--- config.mk ---
export PLATFORM = sky130hd
export DESIGN_NAME = crc_checked_word_deframer_top
export DESIGN_NICKNAME = d
export VERILOG_FILES = /design/src/rtl/crcwd_pkg.sv /design/src/rtl/crc_checked_word_deframer_top.sv /design/src/rtl/crcwd_cfg.sv /design/src/rtl/crcwd_deframe.sv /design/src/rtl/crcwd_result_reg.sv
export SDC_FILE = /design/constraint.sdc
export NUM_CORES = 1
export LEC_CHECK = 0
export BUFFER_PORTS_ARGS = -buffer_cell sky130_fd_sc_hd__buf_2
export CAP_MARGIN = 15
export CORE_MARGIN = 4
export CORE_UTILIZATION = 40
export CTS_CLUSTER_SIZE = 20
export DETAILED_ROUTE_END_ITERATION = 8
export GPL_TIMING_DRIVEN = 0
export PLACE_DENSITY = 0.63
export SYNTH_ARGS = -nofsm -noshare
export SYNTH_HDL_FRONTEND = slang
export SYNTH_SLANG_ARGS = --single-unit
--- constraint.sdc ---
create_clock -name clk -period 4.6 [get_ports clk]
set_input_delay 0.23 -clock clk [delete_from_list [all_inputs] [get_ports clk]]
set_output_delay 0.23 -clock clk [all_outputs]
set_load 0.005 [all_outputs]
--- src/rtl/crcwd_pkg.sv ---
// crcwd_pkg: shared types, constants and the crc-8 byte update for the word deframer
// no dependencies; imported by every module of the deframer
package crcwd_pkg;

    // crc-8, polynomial 0x31, init 0xff, msb first
    localparam logic [7:0]  CRC_INIT  = 8'hFF;
    localparam logic [7:0]  CRC_POLY  = 8'h31;
    localparam logic [7:0]  CRC_MSB   = 8'h80;
    localparam logic [15:0] BAD_WORD  = 16'hFFFF;

    // configuration register indexes and reset values
    localparam logic [7:0]  REG_WPF   = 8'd0;
    localparam logic [7:0]  REG_CHK   = 8'd1;
    localparam logic [7:0]  WPF_RESET = 8'd3;
    localparam logic        CHK_RESET = 1'b1;

    // which byte of the three-byte group comes next
    typedef enum logic [1:0] {
        PH_HIGH,
        PH_LOW,
        PH_CRC
    } phase_t;

    typedef struct packed {
        logic [7:0] words_per_frame;
        logic       check_enable;
    } cfg_t;

    typedef struct packed {
        logic        ack_bit;
        logic        word_valid;
        logic [15:0] word_out;
        logic        crc_ok;
        logic [7:0]  word_index;
        logic        last_word;
    } result_t;

    // fold one byte into the running crc, eight shift steps
    function automatic logic [7:0] crc8_feed(input logic [7:0] crc, input logic [7:0] b);
        logic [7:0] c;
        c = crc ^ b;
        for (int k = 0; k < 8; k++)
        begin
            if ((c & CRC_MSB) != 8'd0)
            begin
                c = (c << 1) ^ CRC_POLY;
            end
            else
            begin
                c = c << 1;
            end
        end
        return c;
    endfunction

endpackage

--- src/rtl/crc_checked_word_deframer_top.sv ---
// crc_checked_word_deframer_top: deframes high/low/crc byte groups into checked words
// depends on crcwd_pkg, crcwd_cfg, crcwd_deframe, crcwd_result_reg
// result: registered, valid in the cycle after its byte is accepted
// throughput: one byte per cycle unless a held result is stalled by res_ready, set by the single result register
// reset: phase and word counter clear, words_per_frame 3, check_enable 1
module crc_checked_word_deframer_top (
    input  logic        clk,
    input  logic        rst_n,
    input  logic        rx_valid,
    output logic        rx_ready,
    input  logic [7:0]  rx_byte,
    output logic        res_valid,
    input  logic        res_ready,
    output logic        ack_bit,
    output logic        word_valid,
    output logic [15:0] word_out,
    output logic        crc_ok,
    output logic [7:0]  word_index,
    output logic        last_word,
    input  logic        cfg_valid,
    output logic        cfg_ready,
    input  logic [7:0]  cfg_index,
    input  logic [7:0]  cfg_data
);
    import crcwd_pkg::*;

    cfg_t    cfg;
    result_t res_next;
    result_t res;
    logic    rx_fire;

    assign rx_fire = rx_valid & rx_ready;

    crcwd_cfg u_cfg (
        .clk       (clk),
        .rst_n     (rst_n),
        .cfg_valid (cfg_valid),
        .cfg_ready (cfg_ready),
        .cfg_index (cfg_index),
        .cfg_data  (cfg_data),
        .cfg       (cfg)
    );

    crcwd_deframe u_deframe (
        .clk      (clk),
        .rst_n    (rst_n),
        .rx_fire  (rx_fire),
        .rx_byte  (rx_byte),
        .cfg      (cfg),
        .res_next (res_next)
    );

    crcwd_result_reg u_result (
        .clk       (clk),
        .rst_n     (rst_n),
        .rx_valid  (rx_valid),
        .rx_ready  (rx_ready),
        .res_next  (res_next),
        .res_valid (res_valid),
        .res_ready (res_ready),
        .res       (res)
    );

    // unpack result word onto the field ports
    assign ack_bit    = res.ack_bit;
    assign word_valid = res.word_valid;
    assign word_out   = res.word_out;
    assign crc_ok     = res.crc_ok;
    assign word_index = res.word_index;
    assign last_word  = res.last_word;

endmodule

--- src/rtl/crcwd_cfg.sv ---
// crcwd_cfg: configuration registers (word count per transfer, crc check enable)
// depends on crcwd_pkg
module crcwd_cfg (
    input  logic                clk,
    input  logic                rst_n,
    input  logic                cfg_valid,
    output logic                cfg_ready,
    input  logic [7:0]          cfg_index,
    input  logic [7:0]          cfg_data,
    output crcwd_pkg::cfg_t     cfg
);
    import crcwd_pkg::*;

    cfg_t cfg_reg;
    cfg_t cfg_next;

    // writes are always taken
    assign cfg_ready = 1'b1;

    // register decode, unknown indexes are dropped
    always_comb
    begin
        cfg_next = cfg_reg;
        if (cfg_valid)
        begin
            unique case (cfg_index)
                REG_WPF: cfg_next.words_per_frame = cfg_data;
                REG_CHK: cfg_next.check_enable    = cfg_data[0];
                default: cfg_next = cfg_reg;
            endcase
        end
    end

    always_ff @(posedge clk or negedge rst_n)
    begin
        if (!rst_n)
        begin
            cfg_reg.words_per_frame <= WPF_RESET;
            cfg_reg.check_enable    <= CHK_RESET;
        end
        else
        begin
            cfg_reg <= cfg_next;
        end
    end

    assign cfg = cfg_reg;

endmodule

--- src/rtl/crcwd_deframe.sv ---
// crcwd_deframe: byte phase tracking, data byte capture, running crc and result build
// depends on crcwd_pkg
module crcwd_deframe (
    input  logic                clk,
    input  logic                rst_n,
    input  logic                rx_fire,
    input  logic [7:0]          rx_byte,
    input  crcwd_pkg::cfg_t     cfg,
    output crcwd_pkg::result_t  res_next
);
    import crcwd_pkg::*;

    phase_t     phase_reg;
    phase_t     phase_next;
    logic [7:0] hi_reg;
    logic [7:0] hi_next;
    logic [7:0] lo_reg;
    logic [7:0] lo_next;
    logic [7:0] crc_reg;
    logic [7:0] crc_next;
    logic [7:0] cnt_reg;
    logic [7:0] cnt_next;
    logic [7:0] frame_len;
    logic       is_last;
    logic       crc_match;

    // a zero frame length acts as one word
    assign frame_len = (cfg.words_per_frame == 8'd0) ? 8'd1 : cfg.words_per_frame;
    assign is_last   = ({1'b0, cnt_reg} + 9'd1) >= {1'b0, frame_len};
    assign crc_match = (crc_reg == rx_byte);

    // next state: phase, captured bytes, running crc, word counter
    always_comb
    begin
        phase_next = phase_reg;
        hi_next    = hi_reg;
        lo_next    = lo_reg;
        crc_next   = crc_reg;
        cnt_next   = cnt_reg;
        if (rx_fire)
        begin
            unique case (phase_reg)
                PH_LOW:
                begin
                    lo_next    = rx_byte;
                    crc_next   = crc8_feed(crc_reg, rx_byte);
                    phase_next = PH_CRC;
                end
                PH_CRC:
                begin
                    cnt_next   = is_last ? 8'd0 : cnt_reg + 8'd1;
                    phase_next = PH_HIGH;
                end
                default:
                begin
                    hi_next    = rx_byte;
                    crc_next   = crc8_feed(CRC_INIT, rx_byte);
                    phase_next = PH_LOW;
                end
            endcase
        end
    end

    // result for the byte at the input; data bytes give a plain ack
    always_comb
    begin
        res_next         = '0;
        res_next.ack_bit = 1'b1;
        unique case (phase_reg)
            PH_CRC:
            begin
                res_next.ack_bit    = ~is_last;
                res_next.word_valid = 1'b1;
                res_next.crc_ok     = crc_match;
                res_next.word_index = cnt_reg;
                res_next.last_word  = is_last;
                if (!crc_match && cfg.check_enable)
                begin
                    res_next.word_out = BAD_WORD;
                end
                else
                begin
                    res_next.word_out = {hi_reg, lo_reg};
                end
            end
            default:
            begin
                res_next.ack_bit = 1'b1;
            end
        endcase
    end

    always_ff @(posedge clk or negedge rst_n)
    begin
        if (!rst_n)
        begin
            phase_reg <= PH_HIGH;
            cnt_reg   <= 8'd0;
        end
        else
        begin
            phase_reg <= phase_next;
            cnt_reg   <= cnt_next;
        end
    end

    // data registers need no reset
    always_ff @(posedge clk)
    begin
        hi_reg  <= hi_next;
        lo_reg  <= lo_next;
        crc_reg <= crc_next;
    end

    // a crc byte always ends the group
    assert property (@(posedge clk) disable iff (!rst_n)
        (rx_fire && phase_reg == PH_CRC) |=> (phase_reg == PH_HIGH))
        else $error("phase did not return to high byte after crc byte");

    // high byte is captured and the low byte expected next
    assert property (@(posedge clk) disable iff (!rst_n)
        (rx_fire && phase_reg == PH_HIGH) |=>
        (phase_reg == PH_LOW && hi_reg == $past(rx_byte)))
        else $error("high byte capture failed");

    // last word wraps the counter
    assert property (@(posedge clk) disable iff (!rst_n)
        (rx_fire && phase_reg == PH_CRC && is_last) |=> (cnt_reg == 8'd0))
        else $error("word counter did not wrap after last word");

    // nack goes exactly with the last word mark
    assert property (@(posedge clk) disable iff (!rst_n)
        res_next.ack_bit != res_next.last_word)
        else $error("ack and last word mark disagree");

endmodule

--- src/rtl/crcwd_result_reg.sv ---
// crcwd_result_reg: output register holding one result word until taken
// depends on crcwd_pkg
module crcwd_result_reg (
    input  logic                clk,
    input  logic                rst_n,
    input  logic                rx_valid,
    output logic                rx_ready,
    input  crcwd_pkg::result_t  res_next,
    output logic                res_valid,
    input  logic                res_ready,
    output crcwd_pkg::result_t  res
);
    import crcwd_pkg::*;

    result_t res_reg;
    logic    res_valid_reg;
    logic    res_valid_next;
    logic    load;

    // take a byte whenever the slot is empty or being drained
    assign rx_ready = ~res_valid_reg | res_ready;
    assign load     = rx_valid & rx_ready;

    always_comb
    begin
        res_valid_next = res_valid_reg;
        if (load)
        begin
            res_valid_next = 1'b1;
        end
        else if (res_ready)
        begin
            res_valid_next = 1'b0;
        end
    end

    always_ff @(posedge clk or negedge rst_n)
    begin
        if (!rst_n)
        begin
            res_valid_reg <= 1'b0;
        end
        else
        begin
            res_valid_reg <= res_valid_next;
        end
    end

    // payload
    always_ff @(posedge clk)
    begin
        if (load)
        begin
            res_reg <= res_next;
        end
    end

    assign res_valid = res_valid_reg;
    assign res       = res_reg;

endmodule

### After elaboration in Yosys (flattened, before gate mapping)

Cells that the tools add are included.
W data, S select, Z words.

| word-level totals | value |
|---|---|
| bits of input ports | 29 |
| flip-flop bits (word level) | 72 |
| output and inout bits | 31 |

| operators by class | value |
|---|---|
| bitwise gates (word level) | 24 |
| reduce and logical (&&, ||, !) cells | 12 |
| add/sub/neg operators | 2 |
| eq/ne operators | 4 |
| mux-type cells | 52 |
| magnitude comparators | 1 |

Operators with widths:

| cell | count |
|---|---|
| $mux W8 | 30 |
| $mux W6 | 16 |
| $not A3 Y3 | 16 |
| $mux W27 | 1 |
| $logic_not A8 Y1 | 2 |
| $mux W16 | 1 |
| $pmux W8 S2 | 1 |
| $reduce_and A2 Y1 | 6 |
| $add A8 B1 Y9 const B | 1 |
| $ge A9 B8 Y1 | 1 |
| $add A8 B1 Y8 const B | 1 |
| $eq A8 B1 Y1 const B | 1 |
| $eq A8 B8 Y1 | 1 |
| $not A8 Y8 | 1 |
| $xor A8 B8 Y8 | 1 |
| $not A1 Y1 | 4 |
| $pmux W2 S2 | 1 |
| $eq A2 B1 Y1 const B | 1 |
| $eq A2 B2 Y1 const B | 1 |
| $mux W1 | 2 |
| $reduce_bool A2 Y1 | 1 |
| $reduce_or A2 Y1 | 1 |
| $and A1 B1 Y1 | 1 |
| $logic_and A1 B1 Y1 | 1 |
| 2 further kinds | 2 |

### Depth between registers and ports, before layout

| logic depth | value |
|---|---|
| depth after elaboration | 32 |
| mapped depth | 10 |
| depth with buffers taken out | 10 |

### Hierarchy

From an unflattened synthesis, not the netlist that was laid out.

| unflattened totals | value |
|---|---|
| cell total of the unflattened synthesis | 263 |
| area total of the unflattened synthesis | 3449.6 µm² |

By module, submodules not included:

| module | instances | area an instance (µm²) | sequential area each (µm²) | cells an instance |
|---|---|---|---|---|
| crcwd_deframe | 1 | 2160.8 | 970.9 | 205 |
| crcwd_result_reg | 1 | 894.6 | 865.8 | 32 |
| crcwd_cfg | 1 | 387.9 | 229.0 | 25 |
| crc_checked_word_deframer_top | 1 | 6.3 | 0.0 | 1 |

### Worst setup path after synthesis

Ideal clock, no wire load.

| timing | value |
|---|---|
| kind | register to register |
| from | register u_deframe.cnt_reg[0] |
| to | register u_result.res_reg (netlist bit u_result.res[0]), data pin |
| stages on the path, launching flop included | 10 |
| arrival time | 2.328 ns |
| setup slack | 2.017 ns |
| buffers on the path | 0 |
| setup time | 0.254 ns |
| cells stage by stage | dfrtp_1 ha_1 nand3_1 nor2_1 xor2_1 ha_1 and3_1 a221oi_1 o21ai_1 o21a_1 |

| on the way | value |
|---|---|
| cells in the longest elaborated chain, start to end | 2 |

Ends and longest elaborated chain:

| what | line | RTL |
|---|---|---|
| start, declared | crcwd_deframe.sv:21 | `logic [7:0] cnt_reg;` |
| start signal, assigned | crcwd_deframe.sv:103 | `cnt_reg <= cnt_next;` |
| $add A8 B1 Y9 | crcwd_deframe.sv:29 | `assign is_last = ({1'b0, cnt_reg} + 9'd1) >= {1'b0, frame_len};` |
| $ge A9 B8 Y1 | crcwd_deframe.sv:29 |  |
| end signal, assigned | crcwd_result_reg.sv:54 | `res_reg <= res_next;` |
| end, declared | crcwd_result_reg.sv:15 | `result_t res_reg;` |

No other way between the ends.
A chain may end at the register's enable or synchronous reset.

### Worst setup path in the final report

| timing | value |
|---|---|
| from | register u_deframe.cnt_reg[0] |
| to | register u_deframe.cnt_reg[2] |

| on the way | value |
|---|---|
| cells in the longest elaborated chain, start to end | 3 |

Ends and longest elaborated chain:

| what | line | RTL |
|---|---|---|
| $add A8 B1 Y9 | crcwd_deframe.sv:29 |  |
| $ge A9 B8 Y1 | crcwd_deframe.sv:29 |  |
| $mux W8 (*) | crcwd_deframe.sv:51 | `cnt_next = is_last ? 8'd0 : cnt_reg + 8'd1;` |

Every way passes the cells marked *; elsewhere a longest branch is shown, timed or not.

==> results.ini <==
[run_status]
outcome=finished, final reports clean

[floorplan]
num_rows=33
die-area_sq_um=10300
coreArea_sq_um=8340
die-height_microns=101
die_w_microns=101
ios=60
initial_utilization_pct=41.9

[sta]
maxSlewHeadroom_pct=51.0
finalCriticalPeriod_ns=3.11
skew_ns=0.00881
layout_setup_ws_ns=1.49
worst_pin_slew_ns=0.732
fmax_mhz=322
slew_viol_final=0
finalHoldWorstSlack_ns=0.0925
setup_viol=0
finalCritPeriodShare_pct=67.6
finalHoldViolations=0
tns_ns=0
rsz0062_at_grt=false

[cts]
postCtsSetupBuffers=0
cts_buffer_depth=2
postCtsHoldBufs=1
tritoncts=yes
cts_buffers=9
cts.sinks=72
cts_resized=0
root_buffer=clkbuf_8
clkLatencyLatePin_ns=0.34
ctsHtreeMaxLevel=3
path_clk_slew_ns=0.07

[power]
powerDensity_nw_per_um2=472
p_leak_nw=1.75
ir_drop_mv=0.159

[synth]
ys_warn_count=0
yosys-top-cells-area=edfxtp_1 (45%), dfrtp_1 (12%), xnor2_1 (5.8%), ha_1 (3.9%), o21a_1 (3.7%)
syn-cell-area_sq_um=3500
ys_seq_area_share_pct=59.1
ys_types=45
synth-main-ff-cell=edfxtp_1
postSynthCellCount=272
async_flop_share_pct=27.8
yosysTopAreaCell=edfxtp_1
syn_avg_cell_area_sq_um=12.9
synth-seq-cells=72
synth_most_common_cell=edfxtp_1
synth_common_cells=edfxtp_1 (52), xnor2_1 (23), nand2_1 (19)
synth_edf_count=52
synth_nets=312
synth_top_area_share_pct=44.7

[cells_and_area]
final_cells=453
postLayoutCoreUtil_pct=49.4
area_delta_synth_final_pct=17.9
layout-drive-gt1-share_pct=24.7
largest_reg_flops=28
num-nets-final=383
fillCellCount=784
diodes=0

[routing]
drc_errors=0
drt_iter0_drc=78
wl_per_cell_microns=14.2
viasPerCell=4.88
wl_mm=6.42
via_count=2212
dr.pass1.iters=4
detail-route-antenna-nets=0

[setup_path]
crit_fanout=10
worstPathCellList=ha_1, nand3_1, nor2_1, xor2_1, ha_1, and3_1, a221oi_1, o21ai_1, o311ai_0
crit_slowest_cell=dfrtp_1
endpoint_kind=register
critPathArrivalTime_ns=3.32
rrSetupSlack_ns=1.49
cp_data_required_time_ns=4.81
worstSetupStartpointType=register
crit_top_cell=ha_1
crit_type=register to register
cpPeakStageDelay_ns=0.45

[global_route]
grt_pass1_vias=2219
grt_pass1_wl_mm=10.8
grt-busiest-layer=met2
grt_usage_pct=13.5
grt_overflow_total=0
use_met3_pct=3.86
antenna_found_initial=0
met1_usage_pct=17.9
grt_start_max_net_pins=32
grtUsageMet2_pct=20.7

[run]
drv_cap=0

[place]
gp_congestion=0.806
dp_cells=435
dpl.hpwl_mm=4.65
pre_cts_ws_ns=1.50
port_buffers=58

[min_path]
hp-class=input pin to register

## area by class of cell
class | instances | area (sq um) | share of cell area (%)
Clock inverter | 5 | 47.5 | 1.15
Buffer | 11 | 56.3 | 1.37
Tap cell | 105 | 131 | 3.19
Multi-Input combinational cell | 175 | 1320 | 32.1
Sequential cell | 72 | 2070 | 50.1
Clock buffer | 11 | 131 | 3.19
Inverter | 14 | 52.6 | 1.28
Timing Repair Buffer | 60 | 315 | 7.65
## cells by family after synthesis
| family | after synthesis | share of synthesized area [%] |
|---|---|---|
| compound gates | 51 | 9.91 |
| xor+xnor | 41 | 13.2 |
| fa+ha+maj | 11 | 3.94 |
| buf+inv | 25 | 3.11 |
| flops | 72 | 59.1 |
| mux | 2 | 0.644 |
| other cells | 1 | 0.107 |
| simple gates | 69 | 10.0 |
## final timing paths
kind,from,end,cells past startpoint
worst max-delay path,u_deframe.cnt_reg[0],u_deframe.cnt_reg[2],9
min in group asynchronous,rst_n,u_cfg.cfg[6],2
worst min-delay path,cfg_data[5],u_cfg.cfg[6],3
max in group asynchronous,rst_n,u_cfg.cfg[0],2
worst max register to register,u_deframe.cnt_reg[0],u_deframe.cnt_reg[2],9
worst min register to register,u_deframe.phase_reg[1],u_deframe.phase_reg[1],1
## worst max-delay path: cells and delay by family (launching register included)
kind / cells / cell delay, ns
flops: 1 / 0.45
xor+xnor: 1 / 0.23
simple gates: 3 / 0.56
fa+ha+maj: 2 / 0.55
compound gates: 3 / 1.18
## layer usage
metal  share of wire, %  wire length, microns  vias to the layer above
li1                   -                     -                     1105
met1                 46                  2970                     1033
met2                 45                  2920                       63
met3                6.5                   417                       11
met4                1.7                   110                        0
met5                  0                     0                        -
## cells in the final DEF, fill, tap and decap left out, types with 2 or more instances in the layout
cell type	netlist	routed
xnor2_1	23	23
clkbuf_8	1	10
mux2_2	2	2
nand2_1	19	19
o41ai_1	2	2
dfstp_2	3	3
clkinv_1	0	2
nor4_1	2	2
ha_1	11	11
clkinv_2	0	2
xnor3_1	3	3
o21ai_0	11	11
and3_1	4	4
o21a_1	17	17
clkbuf_1	8	10
o211ai_1	2	2
nand3_1	9	9
edfxtp_1	52	52
and2_1	11	11
nor2b_1	2	2
o31ai_1	3	3
a21oi_1	6	6
a21o_1	5	5
nor2_1	10	10
inv_1	14	14
nand4_1	2	2
nor3_1	2	2
buf_2	1	59
xor2_2	3	3
xor2_1	9	9
nand2b_1	3	3
dfrtp_1	17	17
## stage by stage
step           area, sq um  power (mW)
2_1_floorplan         3500        1.35
3_3_place_gp          3920        1.48
3_5_place_dp          3920        1.50
4_1_cts               4110        1.96
5_1_grt               4120        2.07
6_report              4120        1.94
## power breakdown
part / total (mW) / switching [mW] / internal [mW]
clock network: 0.461 / 0.215 / 0.246
logic: 0.577 / 0.294 / 0.283
registers: 0.906 / 0.0664 / 0.840
total: 1.94 / 0.575 / 1.37
Note: power is estimated with default switching activity, not from simulation.
